[config.mk]
export PLATFORM = sky130hd
export DESIGN_NAME = fcce_ctrl
export DESIGN_NICKNAME = d
export VERILOG_FILES = /design/src/rtl/core/fcce_pkg.sv /design/src/rtl/core/fcce_ctrl.sv
export SDC_FILE = /design/constraint.sdc
export NUM_CORES = 1
export LEC_CHECK = 0
export ABC_AREA = 1
export ABC_CLOCK_PERIOD_IN_PS = 2300
export BUFFER_PORTS_ARGS = -buffer_cell sky130_fd_sc_hd__buf_4
export CAP_MARGIN = 20
export CELL_PAD_IN_SITES_DETAIL_PLACEMENT = 1
export CELL_PAD_IN_SITES_GLOBAL_PLACEMENT = 1
export CORE_ASPECT_RATIO = 0.8
export CORE_MARGIN = 1.5
export CORE_UTILIZATION = 40
export CTS_BUF_LIST = sky130_fd_sc_hd__clkbuf_4
export DETAILED_ROUTE_END_ITERATION = 10
export GPL_TIMING_DRIVEN = 1
export PLACE_DENSITY_LB_ADDON = 0.1
export SETUP_SLACK_MARGIN = 0.2
export SLEW_MARGIN = 20
export SYNTH_ARGS = -nofsm -noshare
export SYNTH_HDL_FRONTEND = slang
export SYNTH_SLANG_ARGS = --single-unit
[constraint.sdc]
create_clock -name i_clk -period 2.3 [get_ports i_clk]
set_input_delay 0.345 -clock i_clk [delete_from_list [all_inputs] [get_ports i_clk]]
set_output_delay 0.345 -clock i_clk [all_outputs]
set_load 0.01 [all_outputs]
[src/rtl/core/fcce_pkg.sv]
package fcce_pkg;

    // payload field widths
    localparam int ClW      = 17;
    localparam int ValW     = 16;
    localparam int DentW    = 15;
    localparam int ResW     = 32;
    localparam int ErrW     = 3;
    localparam int CmdW     = 3;
    localparam int CfgIdxW  = 3;
    localparam int CfgDataW = 32;
    localparam int LastW    = 12;
    localparam int BpcW     = 8;
    localparam int DpcW     = 13;

    // chain walk arms the loop detector after this many links
    localparam int LoopLinks = 10;

    // command codes
    localparam logic [CmdW-1:0] CMD_LOAD    = 3'd0;
    localparam logic [CmdW-1:0] CMD_READ    = 3'd1;
    localparam logic [CmdW-1:0] CMD_COUNT   = 3'd2;
    localparam logic [CmdW-1:0] CMD_CHAIN   = 3'd3;
    localparam logic [CmdW-1:0] CMD_ALLOC   = 3'd4;
    localparam logic [CmdW-1:0] CMD_FREE    = 3'd5;
    localparam logic [CmdW-1:0] CMD_CONVERT = 3'd6;

    // error codes
    localparam logic [ErrW-1:0] ERR_OK        = 3'd0;
    localparam logic [ErrW-1:0] ERR_FULL      = 3'd1;
    localparam logic [ErrW-1:0] ERR_BROKEN    = 3'd2;
    localparam logic [ErrW-1:0] ERR_ROOT      = 3'd3;
    localparam logic [ErrW-1:0] ERR_CHAIN_END = 3'd4;
    localparam logic [ErrW-1:0] ERR_RANGE     = 3'd5;
    localparam logic [ErrW-1:0] ERR_LOOP      = 3'd6;

    // configuration register indexes
    localparam logic [CfgIdxW-1:0] CFG_LAST = 3'd0;
    localparam logic [CfgIdxW-1:0] CFG_BPC  = 3'd1;
    localparam logic [CfgIdxW-1:0] CFG_DPC  = 3'd2;
    localparam logic [CfgIdxW-1:0] CFG_DSB  = 3'd3;
    localparam logic [CfgIdxW-1:0] CFG_PSB  = 3'd4;
    localparam logic [CfgIdxW-1:0] CFG_ROOT = 3'd5;

    // datapath micro-operations
    typedef enum logic [4:0] {
        OP_NONE,
        OP_ACCEPT,
        OP_SET_ERR,
        OP_WR_LOAD,
        OP_RD_CUR,
        OP_RES_RD,
        OP_SCAN,
        OP_MUL,
        OP_POST,
        OP_CH_STEP,
        OP_RD_F,
        OP_F_INC,
        OP_AL_FOUND,
        OP_WR_LINK,
        OP_WALK,
        OP_WR_EOF,
        OP_FR_END,
        OP_FR_RD,
        OP_FR_STEP,
        OP_DIV,
        OP_CV_STEP,
        OP_OUT
    } t_dp_op;

    typedef struct packed {
        t_dp_op          op;
        logic [ErrW-1:0] err;
    } t_dp_cmd;

    typedef struct packed {
        logic [CmdW-1:0] cmd;
        logic            cl_neg;
        logic            cl_le0;
        logic            cur_in_tab;
        logic            cur_term;
        logic            cur_eof;
        logic            rd_term;
        logic            rd_eof;
        logic            rd_zero;
        logic            rd_loop;
        logic            rd_conv_bad;
        logic            steps_over;
        logic            f_past;
        logic            f_in_tab;
        logic            scan_done;
        logic            div_done;
        logic            i_zero;
        logic            out_busy;
    } t_dp_sts;

endpackage

[src/rtl/core/fcce_ctrl.sv]
module fcce_ctrl import fcce_pkg::*; (
    input  logic    i_clk,
    input  logic    i_rst_n,
    input  logic    i_valid,
    output logic    o_ready,
    input  t_dp_sts i_sts,
    output t_dp_cmd o_ctl
);

    typedef enum logic [20:0] {
        S_IDLE    = 21'h000001,
        S_DISP    = 21'h000002,
        S_LOAD    = 21'h000004,
        S_RD      = 21'h000008,
        S_RD_WAIT = 21'h000010,
        S_SCAN    = 21'h000020,
        S_MUL     = 21'h000040,
        S_POST    = 21'h000080,
        S_CH_RD   = 21'h000100,
        S_CH_CK   = 21'h000200,
        S_AL_RD   = 21'h000400,
        S_AL_CK   = 21'h000800,
        S_AW_RD   = 21'h001000,
        S_AW_CK   = 21'h002000,
        S_AL_EOF  = 21'h004000,
        S_FR_TEST = 21'h008000,
        S_FR_CK   = 21'h010000,
        S_CV_DIV  = 21'h020000,
        S_CV_TEST = 21'h040000,
        S_CV_CK   = 21'h080000,
        S_FIN     = 21'h100000
    } t_state;

    t_state r_state, n_state;

    always_ff @(posedge i_clk) begin
        if (!i_rst_n) begin
            r_state <= S_IDLE;
        end else begin
            r_state <= n_state;
        end
    end

    // next state and micro-op
    always_comb begin
        n_state = r_state;
        o_ctl   = '{op: OP_NONE, err: ERR_OK};
        o_ready = 1'b0;
        unique case (r_state)
            S_IDLE: begin
                o_ready = 1'b1;
                if (i_valid) begin
                    o_ctl.op = OP_ACCEPT;
                    n_state  = S_DISP;
                end
            end
            S_DISP: begin
                o_ctl.op = OP_SET_ERR;
                n_state  = S_FIN;
                unique case (i_sts.cmd)
                    CMD_LOAD, CMD_READ: begin
                        if (i_sts.cl_neg || !i_sts.cur_in_tab) begin
                            o_ctl.err = ERR_RANGE;
                        end else begin
                            o_ctl.op = OP_NONE;
                            n_state  = (i_sts.cmd == CMD_LOAD) ? S_LOAD : S_RD;
                        end
                    end
                    CMD_COUNT: begin
                        o_ctl.op = OP_NONE;
                        n_state  = S_SCAN;
                    end
                    CMD_CHAIN: begin
                        if (i_sts.cl_neg) begin
                            o_ctl.err = ERR_RANGE;
                        end else begin
                            o_ctl.op = OP_NONE;
                            n_state  = S_CH_RD;
                        end
                    end
                    CMD_ALLOC: begin
                        if (i_sts.cl_le0) begin
                            o_ctl.err = ERR_FULL;
                        end else begin
                            o_ctl.op = OP_NONE;
                            n_state  = S_AL_RD;
                        end
                    end
                    CMD_FREE: begin
                        if (i_sts.cl_le0) begin
                            o_ctl.err = ERR_ROOT;
                        end else begin
                            o_ctl.op = OP_NONE;
                            n_state  = S_FR_TEST;
                        end
                    end
                    CMD_CONVERT: begin
                        o_ctl.op = OP_NONE;
                        n_state  = S_CV_DIV;
                    end
                    default: begin
                        o_ctl.err = ERR_RANGE;
                    end
                endcase
            end
            S_LOAD: begin
                o_ctl.op = OP_WR_LOAD;
                n_state  = S_FIN;
            end
            S_RD: begin
                o_ctl.op = OP_RD_CUR;
                n_state  = S_RD_WAIT;
            end
            S_RD_WAIT: begin
                o_ctl.op = OP_RES_RD;
                n_state  = S_FIN;
            end
            S_SCAN: begin
                o_ctl.op = OP_SCAN;
                if (i_sts.scan_done) begin
                    n_state = S_MUL;
                end
            end
            S_MUL: begin
                o_ctl.op = OP_MUL;
                n_state  = S_POST;
            end
            S_POST: begin
                o_ctl.op = OP_POST;
                n_state  = S_FIN;
            end
            // chain measurement
            S_CH_RD: begin
                if (!i_sts.cur_in_tab) begin
                    o_ctl = '{op: OP_SET_ERR, err: ERR_RANGE};
                    n_state = S_FIN;
                end else begin
                    o_ctl.op = OP_RD_CUR;
                    n_state  = S_CH_CK;
                end
            end
            S_CH_CK: begin
                if (i_sts.rd_term) begin
                    n_state = S_MUL;
                end else if (i_sts.rd_loop || i_sts.steps_over) begin
                    o_ctl = '{op: OP_SET_ERR, err: ERR_LOOP};
                    n_state = S_FIN;
                end else begin
                    o_ctl.op = OP_CH_STEP;
                    n_state  = S_CH_RD;
                end
            end
            // allocate: free scan
            S_AL_RD: begin
                if (i_sts.f_past) begin
                    o_ctl = '{op: OP_SET_ERR, err: ERR_FULL};
                    n_state = S_FIN;
                end else if (!i_sts.f_in_tab) begin
                    o_ctl.op = OP_F_INC;
                end else begin
                    o_ctl.op = OP_RD_F;
                    n_state  = S_AL_CK;
                end
            end
            S_AL_CK: begin
                if (i_sts.rd_zero) begin
                    o_ctl.op = OP_AL_FOUND;
                    n_state  = i_sts.cur_eof ? S_AL_EOF : S_AW_RD;
                end else begin
                    o_ctl.op = OP_F_INC;
                    n_state  = S_AL_RD;
                end
            end
            // allocate: walk to chain end
            S_AW_RD: begin
                if (!i_sts.cur_in_tab) begin
                    o_ctl = '{op: OP_SET_ERR, err: ERR_RANGE};
                    n_state = S_FIN;
                end else begin
                    o_ctl.op = OP_RD_CUR;
                    n_state  = S_AW_CK;
                end
            end
            S_AW_CK: begin
                if (i_sts.rd_term) begin
                    if (!i_sts.rd_eof) begin
                        o_ctl = '{op: OP_SET_ERR, err: ERR_BROKEN};
                        n_state = S_FIN;
                    end else begin
                        o_ctl.op = OP_WR_LINK;
                        n_state  = S_AL_EOF;
                    end
                end else if (i_sts.steps_over) begin
                    o_ctl = '{op: OP_SET_ERR, err: ERR_LOOP};
                    n_state = S_FIN;
                end else begin
                    o_ctl.op = OP_WALK;
                    n_state  = S_AW_RD;
                end
            end
            S_AL_EOF: begin
                o_ctl.op = OP_WR_EOF;
                n_state  = S_FIN;
            end
            // free chain
            S_FR_TEST: begin
                if (i_sts.cur_term) begin
                    o_ctl.op = OP_FR_END;
                    n_state  = S_MUL;
                end else if (!i_sts.cur_in_tab) begin
                    o_ctl = '{op: OP_SET_ERR, err: ERR_RANGE};
                    n_state = S_MUL;
                end else begin
                    o_ctl.op = OP_FR_RD;
                    n_state  = S_FR_CK;
                end
            end
            S_FR_CK: begin
                o_ctl.op = OP_FR_STEP;
                n_state  = S_FR_TEST;
            end
            // convert
            S_CV_DIV: begin
                if (i_sts.div_done) begin
                    n_state = i_sts.cl_le0 ? S_MUL : S_CV_TEST;
                end else begin
                    o_ctl.op = OP_DIV;
                end
            end
            S_CV_TEST: begin
                if (i_sts.i_zero) begin
                    n_state = S_MUL;
                end else if (!i_sts.cur_in_tab) begin
                    o_ctl = '{op: OP_SET_ERR, err: ERR_RANGE};
                    n_state = S_FIN;
                end else begin
                    o_ctl.op = OP_RD_CUR;
                    n_state  = S_CV_CK;
                end
            end
            S_CV_CK: begin
                if (i_sts.rd_conv_bad) begin
                    o_ctl = '{op: OP_SET_ERR, err: ERR_RANGE};
                    n_state = S_FIN;
                end else begin
                    o_ctl.op = OP_CV_STEP;
                    n_state  = S_CV_TEST;
                end
            end
            S_FIN: begin
                if (!i_sts.out_busy) begin
                    o_ctl.op = OP_OUT;
                    n_state  = S_IDLE;
                end
            end
            default: begin
                n_state = S_IDLE;
            end
        endcase
    end

endmodule

# Yosys cells after proc, flatten, opt, wreduce, memory -nomap -nowiden
# Cells that the tools add are included.
classes:
  eq_ne: 32
  muxes: 63
  reduce_logical: 10
ops:
  columns: ["cell", "count"]
  rows:
  - ["21-bit two-way mux", 21]
  - ["21-bit one-hot mux with 18 select lines", 1]
  - ["21-bit one-hot mux with 6 select lines", 1]
  - ["5-bit one-hot mux with 20 select lines", 1]
  - ["15-bit two-way mux", 2]
  - ["5-bit two-way mux", 6]
  - ["3-bit two-way mux", 9]
  - ["3-bit one-hot mux with 8 select lines", 1]
  - ["21-bit by 1-bit == test with 1-bit output, second input constant", 1]
  - ["21-bit by 10-bit == test with 1-bit output, second input constant", 1]
  - ["21-bit by 11-bit == test with 1-bit output, second input constant", 1]
  - ["21-bit by 12-bit == test with 1-bit output, second input constant", 1]
  - ["21-bit by 13-bit == test with 1-bit output, second input constant", 1]
  - ["21-bit by 14-bit == test with 1-bit output, second input constant", 1]
  - ["21-bit by 15-bit == test with 1-bit output, second input constant", 1]
  - ["21-bit by 16-bit == test with 1-bit output, second input constant", 1]
  - ["21-bit by 17-bit == test with 1-bit output, second input constant", 1]
  - ["21-bit by 18-bit == test with 1-bit output, second input constant", 1]
  - ["21-bit by 19-bit == test with 1-bit output, second input constant", 1]
  - ["21-bit by 2-bit == test with 1-bit output, second input constant", 1]
  - ["21-bit by 20-bit == test with 1-bit output, second input constant", 1]
  - ["21-bit == test, second input constant", 1]
  - ["21-bit by 3-bit == test with 1-bit output, second input constant", 1]
  - ["21-bit by 4-bit == test with 1-bit output, second input constant", 1]
  - ["other kinds (25)", 47]
word_totals:
  reg_bits: 21
  input_bits: 23
  out_inout_bits: 9
  wordCells: 106

# Logic depth before layout (Yosys ltp)
# Gate-level depths: netlist of the first run.
depth:
  word_depth: 5
  mapped_depth: 13
  ltp_nobuf: 13

# Worst setup path before layout of the first run
# OpenSTA, ideal clock, no wires.
synth_timing:
  path_kind: "reg2out"
  start: "register r_state[4]"
  end: "output o_ctl[5] (netlist name)"
  arrival_time_ps: 1396
  t_required_ps: 1955
  slack_ps: 559
  path_stages_with_launch: 13
  n_path_buf: 1
  path_cell_list: "dfxtp_1 -> nor2_4 -> nand2_4 -> nor2_8 -> nand2_4 -> inv_4 -> buf_8 -> nand2_1 -> nor2_1 -> inv_1 -> nand3_1 -> inv_1 -> nand3_1"
synth_rtl:
  columns: ["element", "line_no", "text"]
  rows:
  - ["from (decl)", "fcce_ctrl.sv:34", "t_state r_state, n_state;"]
  - ["from (signal assigned)", "fcce_ctrl.sv:40", "r_state <= n_state;"]
  - ["to (decl)", "fcce_ctrl.sv:7", "output t_dp_cmd o_ctl"]

# Final worst setup path of the first run
layout_timing:
  start: "register r_state[10]"
  end: "register r_state[20]"
layout_between:
  elab_chain_len: 3
  word_cells_on_any_way: 29
  cone_classes: "26 x eq/ne; 1 x mux; 2 x reduce/logical"
layout_rtl:
  columns: ["element", "line_no", "text"]
  rows:
  - ["21-bit by 15-bit == test with 1-bit output (tied with other cells)", "fcce_ctrl.sv:49", "unique case (r_state)"]
  - ["4-bit OR reduction (no line) (tied with other cells)", null, null]
  - ["21-bit one-hot mux with 18 select lines or 5-bit AND reduction (tied branches)", null, null]
# Parallel ways exist; a longest one is shown, timed or not.
# A chain may end at the register's enable or synchronous reset.

==> results of run 1 <==
[through the flow]
step,setup TNS [ns],setup WS [ns]
floorplan,0,0.5586
global placement,0,0.2628
detailed placement,0,0.2221
CTS,0,0.08335
global route,-1.114,-0.2063
finish,-0.6827,-0.1384
[cell families (layout without fill, tap and decap cells)]
| family | after synthesis | count (layout) | share of synthesized area (%) |
|---|---|---|---|
| and+or+nand+nor | 228 | 229 | 61.95 |
| buffers and inverters | 51 | 137 | 10.40 |
| AOI/OAI and AO/OA | 21 | 21 | 6.342 |
| DFF | 21 | 21 | 21.31 |
[cells in the mapped netlist, types with 2 or more instances]
cell,instances
nand2_1,61
o21ai_2,3
inv_1,41
nand3_2,2
o21ai_1,2
nor2_1,58
nor2_4,9
nor3_1,13
nand2_2,7
nor2_8,4
dfxtp_1,21
nand4_1,11
nand2_4,7
nand3_1,41
o21ai_0,6
a21oi_1,7
inv_2,6
nor2_2,5
nand3b_1,3
[path summary, 6_finish.rpt]
kind                    start           to  slack [ns]
setup reg to reg  r_state[10]  r_state[20]       -0.14
hold / removal      i_sts[18]   r_state[3]        0.20
hold reg to reg    r_state[0]   r_state[0]        0.72
setup / recovery  r_state[10]  r_state[20]       -0.14
[repair_timing]
item                       in CTS  in global routing
cloned                          1                  1
hold buffers                    0                  0
setup endpoints to repair       8                  9
pin swaps                      29                 18
gates resized for setup        64                 42
setup buffers                  38                 13
[area by class of cell]
cell class | count | share of cell area (%)
tap | 60 | 2.451
sequential | 21 | 15.16
clock inverter | 1 | 0.1634
clock buffer | 3 | 0.7353
timing repair buffer | 83 | 22.06
inverter | 49 | 6.577
multi-input combinational | 250 | 52.66
timing repair inverter | 1 | 0.2042
[worst reg2reg max path: cells and delay by family (launching register included)]
family | cells | cell delay [ns]
simple gates | 9 | 1.02
flops | 1 | 0.39
buf+inv | 8 | 0.99
[routing by layer]
layer	track usage [%]	share of wire [%]	wire, um
met5	0	0.10	13
met4	13.58	8.1	1008
met3	9.655	11	1391
met2	60.23	43	5377
met1	45.09	37	4636
[power by group through the flow]
| stage | combinational (uW) | clock [uW] | sequential [uW] |
|---|---|---|---|
| final | 717 | 224 | 390 |
| after global routing | 735 | 235 | 391 |
| after CTS | 603 | 203 | 391 |
| after detailed placement | 452 | 0 | 399 |
| after global placement | 446 | 0 | 396 |
| after floorplan | 328 | 0 | 395 |
==> flow_summary_export.csv, run 1 <==
group,metric,value,unit
cts,clk-insertion-delay-late,0.35,ns
global_route,grt_pass1_vias,2748,
final_layout,fin_util,65.84,%
worst_setup_path,crit_buf_inv,8,
place,finalWeightedCongestion,0.9477,
place,portBuffers,31,
worst_setup_path,reg2reg_depth,17,
sta,worst_slew_pin_slew,0.7035,ns
synthesis,synthFlopType,"dfxtp_1",
final_layout,final_nets,432,
worst_setup_path,cp_max_fo,7,
drt,post_drt_via_cell_ratio,6.423,
sta,post-route-period-util,106.0,%
final_layout,largestRegisters,"r_state: 21 flops",
final_layout,fill_cells,607,
final_layout,n_antenna_cell,0,
sta,slew_headroom,52.81,%
drt,ant_nets,0,
floorplanning,rows,22,
cts,path_clk_slew,0.16,ns
synthesis,synthTopCellsByArea,"dfxtp_1, nand2_1, nor2_1",
cts,htreeDepth,1,
floorplanning,start_util,42.42,%
drt,vias,3006,
synthesis,yosysTopAreaCellShare,21.31,%
job,maxCapViolations,0,
final_layout,final_cell_mix,"buf_4, nand2_1, nor2_1",
floorplanning,die_w,81.53,um
power_and_ir_drop,leakagePower,0.001577,uW
synthesis,syn_inst,321,
run_status,status,"complete, but fails checks",
floorplanning,die_area,5366,um2
final_layout,final_area,3063,um2
final_layout,area_growth,55.23,%
worst_setup_path,end_kind,"flip-flop",
drt,drt-initial-drc-count,418,
global_route,grt-ovfl-total,0,
drt,remaining_drc_errors,0,
synthesis,synth_cell_types,33,
place,place_inst,411,
worst_setup_path,cp_slowest_cell,"dfxtp_4",
power_and_ir_drop,powerDensity,434.5,nW/um2
worst_setup_path,cpMostUsedCell,"buf_4",
min_path,min_path_cells,2,
worst_setup_path,crit_family,"simple AND/OR/NAND/NOR gates",
worst_setup_path,max_stage_delay,0.39,ns
cts,clock_sinks,21,
final_layout,largest-register,"r_state",
power_and_ir_drop,sequentialPowerShare,29.3,%
power_and_ir_drop,power.switching,612.0,uW
worst_setup_path,cp.depth,17,
synthesis,synthArstFlopShare,0,%
synthesis,syn_area,1973,um2
synthesis,synth-seq-cells,21,
global_route,grt_max_degree,19,
sta,fmax,410.1,MHz
place,hpwlAfterDp,5920,um
cts,cts_buffer_depth,2,
worst_setup_path,critPathRequiredTime,2.60,ns
synthesis,synth.yosys.seq_area_share,21.31,%
synthesis,synth-edff-count,0,
sta,hold_viol,0,
global_route,grt_pass1_wl,14370,um
final_layout,finalNonFillerCells,468,
sta,final_max_slew_viol_count,0,
sta,rsz0062_at_grt,"yes",
power_and_ir_drop,p_int,718.8,uW
cts,cts_tree,"built",
worst_setup_path,critPathKind,"reg2reg",
final_layout,regArea,464.2,um2
run_status,violations,"negative setup slack",
synthesis,synth_area_leader_cell,"dfxtp_1",
floorplanning,io_pins,32,
final_layout,layout_commonest_cell,"buf_4",
synthesis,ys_warn_count,0,
floorplanning,die_h,65.82,um
drt,wl_per_cell,26.55,um
worst_setup_path,crit_chain,"nor2_4 > nand2_4 > nor2_4 > nand2_4 > inv_6 > nand4_1 > buf_4 > buf_4 > buf_4 > buf_4 > buf_4 > buf_4 > nand3_2 > nor2_1 > nand3_1 > nand2_1 > inv_1",
sta,setup_viol,8,
final_layout,multi_input_area,1613,um2
power_and_ir_drop,power,1331,uW
final_layout,drive_gt1_share,49.51,%
worst_setup_path,worst_ep_arrival_time,2.74,ns
sta,clock_skew,0.006102,ns
place,dpl-instance-area,2270,um2
synthesis,synth_nets,344,
final_layout,largest_reg_flops,21,
floorplanning,core_area,4652,um2
sta,layout_setup_ws,-0.1384,ns
cts,cts_root_buffer,"clkbuf_4",
synthesis,avgSynthCellArea,6.147,um2
global_route,antenna_found_initial,1,
worst_setup_path,startpoint_type,"flip-flop",
power_and_ir_drop,switching_share,45.99,%
power_and_ir_drop,ir_drop,280.1,uV
sta,hold_slack,0.1968,ns
drt,dr.pass1.iters,5,
drt,finalWirelength,12430,um
sta,period_needed,2.438,ns
cts,cts-buffers-inserted,3,
global_route,track_usage,36.47,%
power_and_ir_drop,power_frac_comb,53.9,%
min_path,hold_class,"in2reg",
power_and_ir_drop,p_clk_share,16.8,%
No activity file was read; power rests on OpenSTA's default activity.
==> inputs of run 2 (changes only) <==
- PLACE_DENSITY: not set -> 0.9
- PLACE_DENSITY_LB_ADDON: 0.1 -> not set
==> flow_summary_export.csv, run 2 (synthesis results as in run 1) <==
group,metric,value,unit
run_status,status,"complete, but fails checks",
run_status,violations,"negative setup slack",
drt,ant_nets,0,
floorplanning,core_area,4652,um2
worst_setup_path,worst_ep_arrival_time,2.90,ns
place,dp_slack,0.2064,ns
worst_setup_path,end_kind,"flip-flop",
floorplanning,die_h,65.82,um
job,maxCapViolations,0,
global_route,grt_pass1_wl,15200,um
final_layout,largest-register,"r_state",
cts,cts_root_buffer,"clkbuf_4",
final_layout,largest_reg_flops,21,
sta,period_needed,2.607,ns
power_and_ir_drop,ir_drop,257.2,uV
global_route,grt-ovfl-total,0,
final_layout,final_cell_mix,"buf_4, nand2_1, nor2_1",
place,dpl-instance-area,2262,um2
sta,layout_setup_ws,-0.3075,ns
drt,finalWirelength,12780,um
worst_setup_path,startpoint_type,"flip-flop",
drt,post_drt_via_cell_ratio,6.490,
drt,drt-initial-drc-count,360,
place,finalWeightedCongestion,0.9808,
cts,clock_sinks,21,
min_path,holdPathEnd,"r_state[3]",
worst_setup_path,timing.rr.start,"r_state[8]",
floorplanning,die_w,81.53,um
cts,htreeDepth,1,
global_route,antenna_found_initial,0,
drt,vias,3070,
final_layout,final_nets,437,
place,place_inst,410,
drt,dr.pass1.iters,5,
worst_setup_path,critPathRequiredTime,2.59,ns
drt,remaining_drc_errors,0,
final_layout,fill_cells,600,
min_path,hold_class,"in2reg",
cts,cts-buffers-inserted,3,
cts,clk-insertion-delay-late,0.34,ns
final_layout,finalNonFillerCells,473,
final_layout,largestRegisters,"r_state: 21 flops",
floorplanning,start_util,42.42,%
floorplanning,rows,22,
sta,worst_slew_pin_slew,0.7593,ns
worst_setup_path,critPathKind,"reg2reg",
cts,cts_tree,"built",
final_layout,n_antenna_cell,0,
power_and_ir_drop,leakagePower,0.001583,uW
sta,slew_headroom,49.07,%
sta,setup_viol,10,
final_layout,final_area,3110,um2
min_path,min_from,"i_sts[18]",
worst_setup_path,rrSetupSlack,-0.31,ns
global_route,track_usage,39.17,%
power_and_ir_drop,powerDensity,451.7,nW/um2
sta,final_max_slew_viol_count,0,
place,hpwlAfterDp,6106,um
sta,hold_viol,0,
cts,path_clk_slew,0.15,ns
sta,clock_skew,0.002589,ns
min_path,min_path_cells,2,
cts,cts_buffer_depth,2,
floorplanning,io_pins,32,
worst_setup_path,reg2reg_to,"r_state[20]",
global_route,grt_pass1_vias,2846,
place,portBuffers,31,
final_layout,layout_commonest_cell,"buf_4",
final_layout,fin_util,66.86,%
sta,rsz0062_at_grt,"yes",
drt,wl_per_cell,27.02,um
worst_setup_path,reg2reg_depth,18,
sta,fmax,383.5,MHz
final_layout,area_growth,57.64,%
final_layout,drive_gt1_share,48.91,%
floorplanning,die_area,5366,um2
sta,post-route-period-util,113.4,%
worst_setup_path,cp_max_fo,5,
global_route,grt_max_degree,19,
==> run 2: changes by cell type in the layout (fill, tap and decap cells not counted), moves of 3 or more <==
cell     previous run  this run
buf_4              76        67
buf_6               4        22
inv_4               3         0
nand3_1            30        33
nand3_2            12         9
nor2_4             19        16
==> run 2: layer usage <==
layer / vias to the layer above / global-route usage, % / wire length [um]
li1: 1219 / - / -
met3: 104 / 8.828 / 1263
met2: 291 / 65.91 / 5746
met4: 0 / 15.73 / 947
met5: - / 0 / 0
met1: 1456 / 48.02 / 4822
==> run 2: area by class of cell <==
cell class | instances | area [um2] | area share (%)
multi-input cells | 249 | 1572 | 50.52
inverters | 49 | 196.4 | 6.315
clock buffers | 4 | 30.03 | 0.9654
repair buffers | 90 | 770.7 | 24.78
well taps | 60 | 75.07 | 2.414
flip-flops and latches | 21 | 466.7 | 15.00
==> run 2: metrics by stage <==
stage / setup TNS (ns) / total power [uW] / hold slack (ns)
final: -1.530 / 1405 / 0.2027
after detailed placement: 0 / 854.5 / 0.5582
after CTS: 0 / 1196 / 0.1894
after global routing: -1.971 / 1428 / 0.2243
after global placement: 0 / 840.7 / 0.5566
after floorplan: 0 / 722.6 / 0.4137
==> run 2: what timing repair did <==
item | CTS | global route
pin swaps | 21 | 22
hold buffers | 0 | 0
setup buffers | 44 | 15
endpoints found under the setup margin | 8 | 12
resized for setup | 56 | 60
==> run 2: how the worst max path moves through the flow <==
stage                     startpoint           to  depth (start not counted)
after floorplan           r_state[4]     o_ctl[5]                         12
after global placement    r_state[0]     o_ctl[0]                         11
after detailed placement  r_state[0]     o_ctl[0]                         11
after CTS                 r_state[3]     o_ctl[3]                         10
after global routing      r_state[8]  r_state[20]                         18
final                     r_state[8]  r_state[20]                         18
==> run 2: worst max-delay path, cell delays in order (launching register included) <==
cell and delay, ns:
dfxtp_4 0.38, nor2_4 0.20, nand2_4 0.12, nor2_4 0.18
nand2_4 0.09, clkinv_4 0.07, nand4_1 0.18, buf_4 0.22
buf_6 0.11, buf_6 0.10, buf_6 0.10, buf_6 0.10
buf_6 0.11, buf_6 0.11, nand3_2 0.05, nor2_2 0.05
nand3_1 0.15, nand2_1 0.13, inv_1 0.10
==> run 2: report_power, final <==
part | internal [uW] | total [uW] | switching, uW
Clock | 80.2 | 232 | 152
Sequential | 374 | 396 | 22.3
Combinational | 317 | 777 | 460
Total | 771 | 1410 | 634
==> inputs of run 3 (changes only) <==
- CORE_ASPECT_RATIO: 0.8 -> 1.4
==> flow_summary_export.csv, run 3 (synthesis results as in run 1) <==
group,metric,value,unit
floorplanning,die_area,5369,um2
global_route,grt_max_degree,13,
place,finalWeightedCongestion,0.9620,
final_layout,multi_input_area,1579,um2
cts,cts-buffers-inserted,3,
global_route,track_usage,31.48,%
sta,layout_setup_ws,-0.1047,ns
place,place_inst,416,
floorplanning,io_pins,32,
worst_setup_path,crit_chain,"nor2_4 > nand2_4 > buf_4 > inv_2 > nand2_2 > nor2_8 > o21ai_2 > nand4_1 > nor3_2 > nand2_1 > buf_6",
sta,post-route-period-util,104.6,%
global_route,grt-ovfl-total,0,
sta,fmax,415.9,MHz
drt,ant_nets,0,
run_status,status,"complete, but fails checks",
worst_setup_path,cp_slowest_cell,"dfxtp_2",
power_and_ir_drop,ir_drop,226.8,uV
worst_setup_path,cp_max_fo,9,
drt,vias,2707,
final_layout,final_nets,414,
worst_setup_path,end_kind,"primary output",
place,portBuffers,31,
worst_setup_path,critPathRequiredTime,1.96,ns
worst_setup_path,crit_buf_inv,3,
cts,clock_sinks,21,
sta,setup_viol,7,
floorplanning,start_util,41.07,%
worst_setup_path,startpoint_type,"flip-flop",
sta,rsz0062_at_grt,"yes",
floorplanning,die_h,86.10,um
worst_setup_path,worst_ep_arrival_time,2.06,ns
sta,hold_viol,0,
worst_setup_path,reg2reg_depth,12,
final_layout,largest-register,"r_state",
place,dpl-instance-area,2282,um2
drt,finalWirelength,9878,um
final_layout,fill_cells,672,
floorplanning,rows,30,
final_layout,finalNonFillerCells,454,
floorplanning,core_area,4805,um2
sta,period_needed,2.405,ns
cts,clk-insertion-delay-late,0.32,ns
final_layout,final_cell_mix,"buf_4, nand2_1, nor2_1",
drt,post_drt_via_cell_ratio,5.963,
cts,cts_tree,"built",
final_layout,n_antenna_cell,0,
sta,worst_slew_pin_slew,0.3740,ns
final_layout,final_area,2873,um2
final_layout,regArea,459.2,um2
sta,final_max_slew_viol_count,0,
floorplanning,die_w,62.36,um
global_route,grt_pass1_wl,12970,um
drt,dr.pass1.iters,6,
final_layout,area_growth,45.59,%
worst_setup_path,reg2reg_to,"r_state[6]",
final_layout,largest_reg_flops,21,
cts,cts_root_buffer,"clkbuf_4",
sta,fin_tns_setup,-0.3392,ns
job,maxCapViolations,0,
global_route,antenna_found_initial,0,
worst_setup_path,critPathKind,"reg2out",
sta,slew_headroom,74.87,%
worst_setup_path,crit_family,"simple AND/OR/NAND/NOR gates",
min_path,min_from,"i_rst_n",
global_route,grt_pass1_vias,2694,
final_layout,layout_commonest_cell,"buf_4",
drt,remaining_drc_errors,0,
final_layout,largestRegisters,"r_state: 21 flops",
drt,wl_per_cell,21.76,um
drt,drt-initial-drc-count,179,
final_layout,drive_gt1_share,46.15,%
cts,path_clk_slew,0.13,ns
min_path,hold_class,"in2reg",
cts,hold_buffers,0,
worst_setup_path,max_stage_delay,0.38,ns
run_status,violations,"negative setup slack",
power_and_ir_drop,powerDensity,442.1,nW/um2
min_path,holdPathEnd,"r_state[0]",
worst_setup_path,cp.depth,11,
worst_setup_path,timing.rr.start,"r_state[8]",
worst_setup_path,rrSetupSlack,0.32,ns
cts,cts_buffer_depth,2,
power_and_ir_drop,leakagePower,0.001460,uW
cts,htreeDepth,1,
place,hpwlAfterDp,5700,um
sta,clock_skew,0.002391,ns
min_path,min_path_cells,2,
run 3: cell count changes in the layout (fill, tap and decap cells not counted), moves of 2 or more:
| cell | previous run | this run |
|---|---|---|
| buf_4 | 67 | 59 |
| buf_6 | 22 | 7 |
| dfxtp_2 | 13 | 16 |
| dfxtp_4 | 8 | 5 |
| inv_4 | 0 | 2 |
| nand2_1 | 50 | 52 |
run 3: layout make-up:
type / instances / area share, %
Inverter: 49 / 6.925
Timing Repair Buffer: 66 / 18.16
Clock inverter: 1 / 0.1742
Timing Repair inverter: 1 / 0.2178
Tap cell: 64 / 2.787
Sequential cell: 21 / 15.98
Multi-Input combinational cell: 249 / 54.96
Clock buffer: 3 / 0.7840
run 3: through the flow:
stage / utilization [%] / hold slack, ns / setup slack [ns] / total power [uW]
2_1_floorplan: - / 0.4137 / 0.5586 / 722.6
3_3_place_gp: 47.50 / 0.5593 / 0.1762 / 840.8
3_5_place_dp: 47.50 / 0.5663 / 0.1510 / 852.0
4_1_cts: 55.36 / 0.2035 / 0.07551 / 1172
5_1_grt: 59.79 / 0.2091 / -0.2061 / 1315
6_report: 59.79 / 0.2122 / -0.1047 / 1270
run 3: worst max-delay path by stage:
stage	slack, ns	startpoint	end
2_1_floorplan	0.56	r_state[4]	o_ctl[5]
3_3_place_gp	0.18	r_state[15]	o_ctl[0]
3_5_place_dp	0.15	r_state[15]	o_ctl[0]
4_1_cts	0.08	r_state[9]	o_ctl[0]
5_1_grt	-0.21	r_state[16]	o_ctl[4]
6_report	-0.10	r_state[12]	o_ctl[4]
run 3: power breakdown:
part	leakage [uW]	internal [uW]	switching, uW
logic	0.00126	272	412
clock network	0.0000177	65.3	129
registers	0.000181	375	17.1
run 3: repair_timing:
action	in CTS	in global routing
resized for setup	70	29
endpoints found under the setup margin	8	8
cloned	1	0
setup buffers	18	15
pin swaps	22	25
run 3: routing by layer:
| layer | up-vias | track usage, % | share of wire (%) |
|---|---|---|---|
| met1 | 1263 | 31.08 | 34 |
| met3 | 77 | 4.462 | 7.4 |
| met4 | 0 | 20.81 | 7.7 |
| met5 | - | 0 | 0 |
| met2 | 187 | 60.77 | 51 |
| li1 | 1180 | - | - |
